[src/ltmd_pkg.sv]
`timescale 1ns / 1ps
`default_nettype none

package ltmd_pkg;

   localparam int unsigned ByteW   = 8;
   localparam int unsigned IdW     = 14;
   localparam int unsigned LenW    = 24;
   localparam int unsigned LenCntW = 2;

   // Parser phases, one-hot.
   typedef enum logic [3:0] {
      PH_HDR_HI  = 4'b0001,
      PH_HDR_LO  = 4'b0010,
      PH_LEN     = 4'b0100,
      PH_PAYLOAD = 4'b1000
   } phase_type;

   typedef struct packed {
      logic [IdW-1:0]   message_id;
      logic [ByteW-1:0] payload_byte;
      logic             has_byte;
      logic             last;
      logic [LenW-1:0]  payload_length;
   } rsp_type;

endpackage

`default_nettype wire

[src/length_type_message_deframer_core.sv]
// A byte passes from the input register through the phase machine to the result register.
// Throughput: one byte per cycle unless a result waits on a stalled output; the phase machine
// updates in a single pass between the input register and the result register.
// Header and length bytes produce no result, so never wait, save one ending an empty message.
// Reset is synchronous and active high; it empties both registers and
// returns the parser to waiting for a header.
`timescale 1ns / 1ps
`default_nettype none

module length_type_message_deframer_core (
   input  wire logic                         clock,
   input  wire logic                         reset,
   input  wire logic                         req_valid,
   output      logic                         req_stall,
   input  wire logic [ltmd_pkg::ByteW-1:0]   req_in_byte,
   output      logic                         rsp_valid,
   input  wire logic                         rsp_stall,
   output      logic [ltmd_pkg::IdW-1:0]     rsp_message_id,
   output      logic [ltmd_pkg::ByteW-1:0]   rsp_payload_byte,
   output      logic                         rsp_has_byte,
   output      logic                         rsp_last,
   output      logic [ltmd_pkg::LenW-1:0]    rsp_payload_length
);
   import ltmd_pkg::*;

   logic             in_valid_ff;
   logic [ByteW-1:0] in_byte_ff;
   logic             out_valid_ff, out_valid_in;
   rsp_type          out_ff;
   rsp_type          rsp_next;
   logic             emit;
   logic             go;

   // A byte that yields no result never waits for the output register.
   assign go        = in_valid_ff && (!emit || !out_valid_ff || !rsp_stall);
   assign req_stall = in_valid_ff && !go;

   ltmd_parser u_parser (
      .clock   (clock),
      .reset   (reset),
      .in_byte (in_byte_ff),
      .go      (go),
      .emit    (emit),
      .rsp     (rsp_next)
   );

   always_ff @(posedge clock) begin
      if (reset) begin
         in_valid_ff <= 1'b0;
      end else if (!req_stall) begin
         in_valid_ff <= req_valid;
      end
   end

   always_ff @(posedge clock) begin
      if (!req_stall && req_valid) begin
         in_byte_ff <= req_in_byte;
      end
   end

   always_comb begin
      out_valid_in = out_valid_ff;
      if (go && emit) begin
         out_valid_in = 1'b1;
      end else if (!rsp_stall) begin
         out_valid_in = 1'b0;
      end
   end

   always_ff @(posedge clock) begin
      if (reset) begin
         out_valid_ff <= 1'b0;
      end else begin
         out_valid_ff <= out_valid_in;
      end
   end

   always_ff @(posedge clock) begin
      if (go && emit) begin
         out_ff <= rsp_next;
      end
   end

   assign rsp_valid          = out_valid_ff;
   assign rsp_message_id     = out_ff.message_id;
   assign rsp_payload_byte   = out_ff.payload_byte;
   assign rsp_has_byte       = out_ff.has_byte;
   assign rsp_last           = out_ff.last;
   assign rsp_payload_length = out_ff.payload_length;

endmodule

`default_nettype wire

[src/ltmd_parser.sv]
`timescale 1ns / 1ps
`default_nettype none

module ltmd_parser (
   input  wire logic                  clock,
   input  wire logic                  reset,
   input  wire logic [ltmd_pkg::ByteW-1:0] in_byte,
   input  wire logic                  go,
   output      logic                  emit,
   output      ltmd_pkg::rsp_type     rsp
);
   import ltmd_pkg::*;

   phase_type              phase_ff, phase_in;
   logic [ByteW-1:0]       header_high_ff, header_high_in;
   logic [IdW-1:0]         current_id_ff, current_id_in;
   logic [LenCntW-1:0]     len_left_ff, len_left_in;
   logic [LenW-1:0]        len_accum_ff, len_accum_in;
   logic [LenW-1:0]        payload_left_ff, payload_left_in;

   always_comb begin
      phase_in        = phase_ff;
      header_high_in  = header_high_ff;
      current_id_in   = current_id_ff;
      len_left_in     = len_left_ff;
      len_accum_in    = len_accum_ff;
      payload_left_in = payload_left_ff;
      emit            = 1'b0;
      rsp.message_id     = current_id_ff;
      rsp.payload_byte   = '0;
      rsp.has_byte       = 1'b0;
      rsp.last           = 1'b1;
      rsp.payload_length = len_accum_ff;
      unique case (phase_ff)
         PH_HDR_LO: begin
            current_id_in   = {header_high_ff, in_byte[ByteW-1:LenCntW]};
            len_left_in     = in_byte[LenCntW-1:0];
            len_accum_in    = '0;
            payload_left_in = '0;
            rsp.message_id     = current_id_in;
            rsp.payload_length = '0;
            if (len_left_in == '0) begin
               // No length bytes: the empty-message marker goes out at once.
               phase_in = PH_HDR_HI;
               emit     = 1'b1;
            end else begin
               phase_in = PH_LEN;
            end
         end
         PH_LEN: begin
            len_accum_in = {len_accum_ff[LenW-ByteW-1:0], in_byte};
            len_left_in  = len_left_ff - LenCntW'(1);
            rsp.payload_length = len_accum_in;
            if (len_left_in == '0) begin
               if (len_accum_in == '0) begin
                  phase_in = PH_HDR_HI;
                  emit     = 1'b1;
               end else begin
                  payload_left_in = len_accum_in;
                  phase_in        = PH_PAYLOAD;
               end
            end
         end
         PH_PAYLOAD: begin
            payload_left_in  = payload_left_ff - LenW'(1);
            emit             = 1'b1;
            rsp.payload_byte = in_byte;
            rsp.has_byte     = 1'b1;
            rsp.last         = (payload_left_in == '0);
            if (payload_left_in == '0) begin
               phase_in = PH_HDR_HI;
            end
         end
         default: begin
            // Header high byte; unused codes fall here as well.
            header_high_in = in_byte;
            phase_in       = PH_HDR_LO;
         end
      endcase
   end

   always_ff @(posedge clock) begin
      if (reset) begin
         phase_ff        <= PH_HDR_HI;
         len_left_ff     <= '0;
         payload_left_ff <= '0;
      end else if (go) begin
         phase_ff        <= phase_in;
         len_left_ff     <= len_left_in;
         payload_left_ff <= payload_left_in;
      end
   end

   always_ff @(posedge clock) begin
      if (go) begin
         header_high_ff <= header_high_in;
         current_id_ff  <= current_id_in;
         len_accum_ff   <= len_accum_in;
      end
   end

endmodule

`default_nettype wire

[config.mk]
export PLATFORM = sky130hd
export DESIGN_NAME = length_type_message_deframer_core
export DESIGN_NICKNAME = d
export VERILOG_FILES = /design/src/ltmd_pkg.sv /design/src/length_type_message_deframer_core.sv /design/src/ltmd_parser.sv
export SDC_FILE = /design/constraint.sdc
export NUM_CORES = 1
export LEC_CHECK = 0
export ABC_AREA = 0
export ABC_CLOCK_PERIOD_IN_PS = 4000
export BUFFER_PORTS_ARGS = -buffer_cell sky130_fd_sc_hd__buf_2
export CAP_MARGIN = 25
export CORE_MARGIN = 3
export CORE_UTILIZATION = 35
export CTS_BUF_LIST = sky130_fd_sc_hd__clkbuf_16
export DETAILED_ROUTE_END_ITERATION = 10
export PLACE_DENSITY = 0.58
export SYNTH_ARGS = -nofsm -noshare
export SYNTH_HDL_FRONTEND = slang
export SYNTH_SLANG_ARGS = --single-unit
[constraint.sdc]
create_clock -name clock -period 4 [get_ports clock]
set_clock_uncertainty 0.2 [all_clocks]
set_input_delay 1.2 -clock clock [delete_from_list [all_inputs] [get_ports clock]]
set_output_delay 1.2 -clock clock [all_outputs]
set_load 0.03 [all_outputs]
==> flow_summary.yaml, run 1 <==
logic_synthesis:
  synth_flop_cell: "edfxtp_1"
  netlist-cell-type-count: 62
  synth.yosys.seq_area_share_pct: 63.5
  ys_warn_count: 0
  synth_commonest_cells: "102 x edfxtp_1, 53 x nand2_1, 37 x nor2_1, 32 x dfxtp_1"
  avgSynthCellArea_sq_um: 12.0
  post-synth-top-count-cell: "edfxtp_1"
  synth_seq_cells: 134
  synth_top_cell_area_share_pct: 52.6
  syn-num-nets: 500
  synth.cell_area_sq_um: 5830
  yosysTopAreaCell: "edfxtp_1"
  synth_edf_count: 102
  netlist_top_cells_area: "edfxtp_1 53%, dfxtp_1 11%, nand2_1 3.4%"
  syn_inst: 485
  async_flop_share_pct: 0
cts:
  clock_path_buffers: 2
  clkLatencyLatePin_ns: 0.41
  htreeDepth: 4
  clk_pin_slew_ns: 0.06
  root_buffer: "clkbuf_16"
  post_cts_buffers: 0
  clock_sinks: 134
  numCtsBuffers: 17
  cts_tree: "built"
  postCtsHoldBufs: 0
global_routing:
  grt_pass1_wl_mm: 23.3
  overflow: 0
  antenna_found_initial: 0
  track_usage_pct: 16.7
  grt_max_degree: 49
  grt_pass1_vias: 4068
setup_path:
  regToRegStartpoint: "u_parser.payload_left_ff[1]"
  required_ns: 2.60
  crit_path_end_kind: "primary output"
  crit_path_start_kind: "register"
  arrival_ns: 2.37
  crit_type: "reg -> out"
  timing.critical_path.from: "in_byte_ff[2]"
  worstPathMaxFanout: 6
routing:
  drc: 0
  initialDrtViolationCount: 413
  drt_wl_total_mm: 14.8
  vias: 4276
  vias_per_cell: 5.50
  ant_nets: 0
  drtPass1Iterations: 5
  avgRoutedWirePerCell_microns: 19.1
placement:
  dpl.cell_count: 746
  gp_congestion: 0.876
  dp_hpwl_mm: 10.2
  io_buffers: 61
sta:
  fin_crit_ns: 3.77
  max_slew_margin_pct: 45.8
  timing.fmax_mhz: 265
  fin_crit_sh_pct: 94.3
  worst_slew_pin_slew_ns: 0.811
  finalMaxSlewViolations: 0
  hold_viol_final: 0
  setup_viol: 0
  fin_setup_tns_ns: 0
worst_hold_path:
  holdCritStartpoint: "u_parser.payload_left_ff[16]"
  hp-class: "reg -> reg"
pwr:
  power.leakage_uw: 0.00251
  p_seq_share_pct: 48.0
  power.net_switching_uw: 698
  power_frac_comb_pct: 3.2
  peakVddDrop_v: 0.000281
  swShare_pct: 21.5
  clockPowerShare_pct: 48.7
  p_int_uw: 2550
  power_density_nw_per_um2: 464
  total_power_uw: 3250
floorplan:
  io_pins: 62
  die_x_microns: 135
  die_h_microns: 135
  start_util_pct: 36.2
  rows: 46
  core_area_sq_um: 16100
  die-area_sq_um: 18200
job:
  maxCapViolCount: 0
layout:
  fin_cells: 778
  syn2layout_area_growth_pct: 20.1
  n_antenna_cell: 0
  fin_util_pct: 43.4
  nets: 564
  drive_above_1_share_pct: 24.0
run_status:
  status: "complete, no violations"
-- cell usage in the layout (no fill, tap or decap), drive strengths merged, types with 3 or more instances in the layout --
| cell type | instances |
|---|---|
| a311oi | 6 |
| a21oi | 26 |
| xnor2 | 4 |
| nor2 | 37 |
| nand3 | 3 |
| or3 | 4 |
| a21o | 5 |
| nor3b | 3 |
| buf | 72 |
| inv | 17 |
| edfxtp | 102 |
| xor2 | 3 |
| dfxtp | 32 |
| a31oi | 5 |
| nand2 | 53 |
| clkinv | 4 |
| a32o | 5 |
| nand4 | 7 |
| a22o | 13 |
| clkinvlp | 6 |
| and2 | 14 |
| nor3 | 10 |
| clkbuf | 17 |
| nand2b | 3 |
| nor4 | 8 |
| bufinv | 3 |
| o21bai | 3 |
| o21ai | 28 |
| a211oi | 7 |
| mux2 | 14 |
| or4 | 5 |
| a221oi | 4 |
| ha | 3 |
| o31ai | 10 |
-- power groups by stage --
stage | registers, uW | clock network (uW) | logic (uW)
after global routing | 1560 | 1670 | 114
after detailed placement | 1590 | 0 | 104
after CTS | 1560 | 1610 | 105
after global placement | 1590 | 0 | 104
after floorplan | 1580 | 0 | 67.2
final | 1560 | 1580 | 105
-- cell families after synthesis --
family	count (synthesis)	synth area share [%]
buffers and inverters	42	2.94
adder cells (fa/ha/maj)	3	0.644
flip-flops	134	63.5
AND/OR/NAND/NOR	158	13.9
AO/OA/AOI/OAI	126	15.1
multiplexers	15	2.88
XOR/XNOR	7	1.05
-- what timing repair did --
action,4_1_cts,5_1_grt
endpoints found under the hold margin,0,0
endpoints found under the setup margin,0,1
gates resized for setup,0,2
-- worst paths after layout --
kind	end	slack, ns	depth (start not counted)
min	u_parser.payload_left_ff[16]	0.29	2
min reg2reg	u_parser.payload_left_ff[16]	0.29	2
max reg2reg	rsp_last	0.83	9
max	req_stall	0.23	6
-- routing by layer --
layer,wire length (microns),track usage (%),vias to the layer above
met3,1290,5.59,21
met2,6810,24.8,201
li1,-,-,1976
met1,6570,23.3,2078
met5,0,0,-
met4,158,5.10,0
-- layout make-up --
| class | instances | area, sq um |
|---|---|---|
| clock buffers | 17 | 425 |
| clock inverters | 15 | 179 |
| fillers | 1508 | 9110 |
| inverters | 15 | 56.3 |
| multi-input cells | 309 | 1980 |
| flip-flops and latches | 134 | 3700 |
| well taps | 216 | 270 |
| repair buffers | 72 | 388 |
-- flip-flops by register name, indices dropped and copies added, names as in the netlist, 2 cells and up --
register and cells:
u_parser.payload_left_ff 24, in_byte_ff 8, rsp_message_id 14, u_parser.len_left_ff 2, u_parser.current_id_ff 14, rsp_payload_byte 8
u_parser.len_accum_ff 24, u_parser.header_high_ff 8, rsp_payload_length 24, u_parser.phase_ff 4
-- stage by stage --
stage | hold WS, ns | setup slack, ns | cell area (sq um)
4_1_cts | 0.300 | 0.0960 | 6990
3_3_place_gp | 0.277 | 0.500 | 6390
5_1_grt | 0.327 | -0.0104 | 7000
6_report | 0.295 | 0.228 | 7000
2_1_floorplan | 0.256 | 0.690 | 5830
3_5_place_dp | 0.291 | 0.558 | 6390
-- critical path: stages, from the launching register on --
cell      delay, ns
edfxtp_1       0.52
nor4_1         0.30
nand4_1        0.27
nor3_2         0.30
o21ai_0        0.14
nor2_1         0.19
buf_2          0.24
No activity file was read; power rests on OpenSTA's default activity.
==> run 2, diff against run 1 <==
Settings changed: ABC_CLOCK_PERIOD_IN_PS 4000 to 3800, CTS_CLUSTER_SIZE from default to 28, PLACE_DENSITY 0.58 to 0.56, TNS_END_PERCENT from default to 1.
Clock period 4 ns to 3.8 ns, I/O delays scaled along.
==> run 2 against run 1 <==
Net effect:
- via count about the same
- final cell count increased by 1.5%
- hold slack got worse by 0.0086 ns
- non-clock buffer count increased by 13
- register-to-register slack improved by 0.03 ns
- worst setup slack got worse by 0.11 ns
==> flow_summary.yaml, run 2 (same netlist as run 1, synthesis figures left out) <==
run_status:
  status: "complete, no violations"
floorplan:
  io_pins: 62
  rows: 46
  start_util_pct: 36.2
  die-area_sq_um: 18200
  die_h_microns: 135
  die_x_microns: 135
  core_area_sq_um: 16100
routing:
  drtPass1Iterations: 5
  ant_nets: 0
  avgRoutedWirePerCell_microns: 18.4
  initialDrtViolationCount: 344
  drc: 0
  drt_wl_total_mm: 14.6
  vias_per_cell: 5.42
  vias: 4278
layout:
  postLayoutCellArea_sq_um: 7080
  fin_util_pct: 43.9
  final_common_cell: "edfxtp_1"
  fillerInstances: 1506
  drive_above_1_share_pct: 25.8
  syn2layout_area_growth_pct: 21.4
  nets: 577
  multi_input_area_sq_um: 1990
  ff_latch_area_sq_um: 3700
  n_antenna_cell: 0
  final_cell_mix: "102 x edfxtp_1, 61 x buf_2, 53 x nand2_1, 35 x nor2_1, 32 x dfxtp_1"
pwr:
  peakVddDrop_v: 0.000334
  swShare_pct: 21.3
  power_frac_comb_pct: 3.6
  total_power_uw: 3320
  power.net_switching_uw: 706
  power.leakage_uw: 0.00257
  power_density_nw_per_um2: 468
  p_seq_share_pct: 49.4
  p_int_uw: 2610
  clockPowerShare_pct: 46.9
sta:
  max_slew_margin_pct: 41.8
  worst_slew_pin_slew_ns: 0.873
  timing.fmax_mhz: 272
  fin_crit_ns: 3.68
  fin_crit_sh_pct: 96.8
  finalMaxSlewViolations: 0
  setup_viol: 0
  fin_setup_tns_ns: 0
  holdWs_ns: 0.286
  hold_viol_final: 0
setup_path:
  arrival_ns: 2.34
  crit_path_start_kind: "register"
  worstPathMaxFanout: 3
  required_ns: 2.46
  crit_type: "reg -> out"
  crit_path_end_kind: "primary output"
cts:
  numCtsBuffers: 17
  cts_tree: "built"
  htreeDepth: 4
  clock_sinks: 134
  clk_pin_slew_ns: 0.05
  root_buffer: "clkbuf_16"
  clkLatencyLatePin_ns: 0.42
  clock_path_buffers: 2
placement:
  dp_hpwl_mm: 10.1
  io_buffers: 61
  gp_congestion: 0.920
  dpl_cell_area_sq_um: 6440
global_routing:
  grt_pass1_wl_mm: 22.7
  antenna_found_initial: 0
  overflow: 0
  grt_pass1_vias: 3914
  grt_max_degree: 45
  track_usage_pct: 16.2
worst_hold_path:
  hp-class: "reg -> reg"
job:
  maxCapViolCount: 0
-- run 2: cell count changes in the layout (fill, tap and decap cells not counted), sizes merged --
cell      delta
inv          -1
bufinv       -1
buf         +13
clkinv       +4
clkinvlp     -3
-- run 2: timing repair --
action                                  4_1_cts  5_1_grt
gates resized for setup                       3        1
setup buffers                                 0        7
hold buffers                                  0        0
hold endpoints to repair                      0        0
pin swaps                                     0        3
endpoints found under the setup margin        1        1
-- run 2: power groups by stage --
| stage | combinational (uW) | clock (uW) | sequential [uW] |
|---|---|---|---|
| 2_1_floorplan | 70.8 | 0 | 1660 |
| 3_3_place_gp | 116 | 0 | 1670 |
| 3_5_place_dp | 116 | 0 | 1670 |
| 4_1_cts | 117 | 1590 | 1640 |
| 5_1_grt | 132 | 1640 | 1640 |
| 6_report | 120 | 1560 | 1640 |
-- run 2: worst paths after layout --
path	from	slack, ns	endpoint	cells after the start
setup / recovery	u_parser.len_accum_ff[7]	0.12	req_stall	6
hold / removal	u_parser.payload_left_ff[16]	0.29	u_parser.payload_left_ff[16]	2
setup reg to reg	u_parser.payload_left_ff[0]	0.86	rsp_last	10
hold reg to reg	u_parser.payload_left_ff[16]	0.29	u_parser.payload_left_ff[16]	2
-- run 2: area by class of cell --
| type | instances | share of cell area, % |
|---|---|---|
| clock buffers | 17 | 6.01 |
| clock inverters | 14 | 1.93 |
| inverters | 15 | 0.795 |
| multi-input cells | 309 | 28.1 |
| flip-flops and latches | 134 | 52.3 |
| repair buffers | 85 | 7.04 |
| well taps | 216 | 3.82 |
-- run 2: worst max-delay path, stage by stage (launching register included) --
cell and delay [ns]:
edfxtp_1 0.42, nor4_2 0.35, nand4_1 0.24, nor3_2 0.31, o21ai_0 0.16, nor2_1 0.21
buf_2 0.24
-- run 2: per-stage QoR --
step,instances,worst slack (ns)
5_1_grt,790,-0.0280
6_report,790,0.122
3_5_place_dp,752,0.331
3_3_place_gp,752,0.368
4_1_cts,783,0.0425
2_1_floorplan,485,0.550
-- run 2: layer usage --
metal | track usage [%] | up-vias | part of all wire [%]
li1 | - | 1994 | -
met1 | 22.5 | 2095 | 45
met2 | 23.9 | 159 | 45
met3 | 4.14 | 30 | 6.1
met4 | 7.61 | 0 | 3.3
met5 | 0 | - | 0
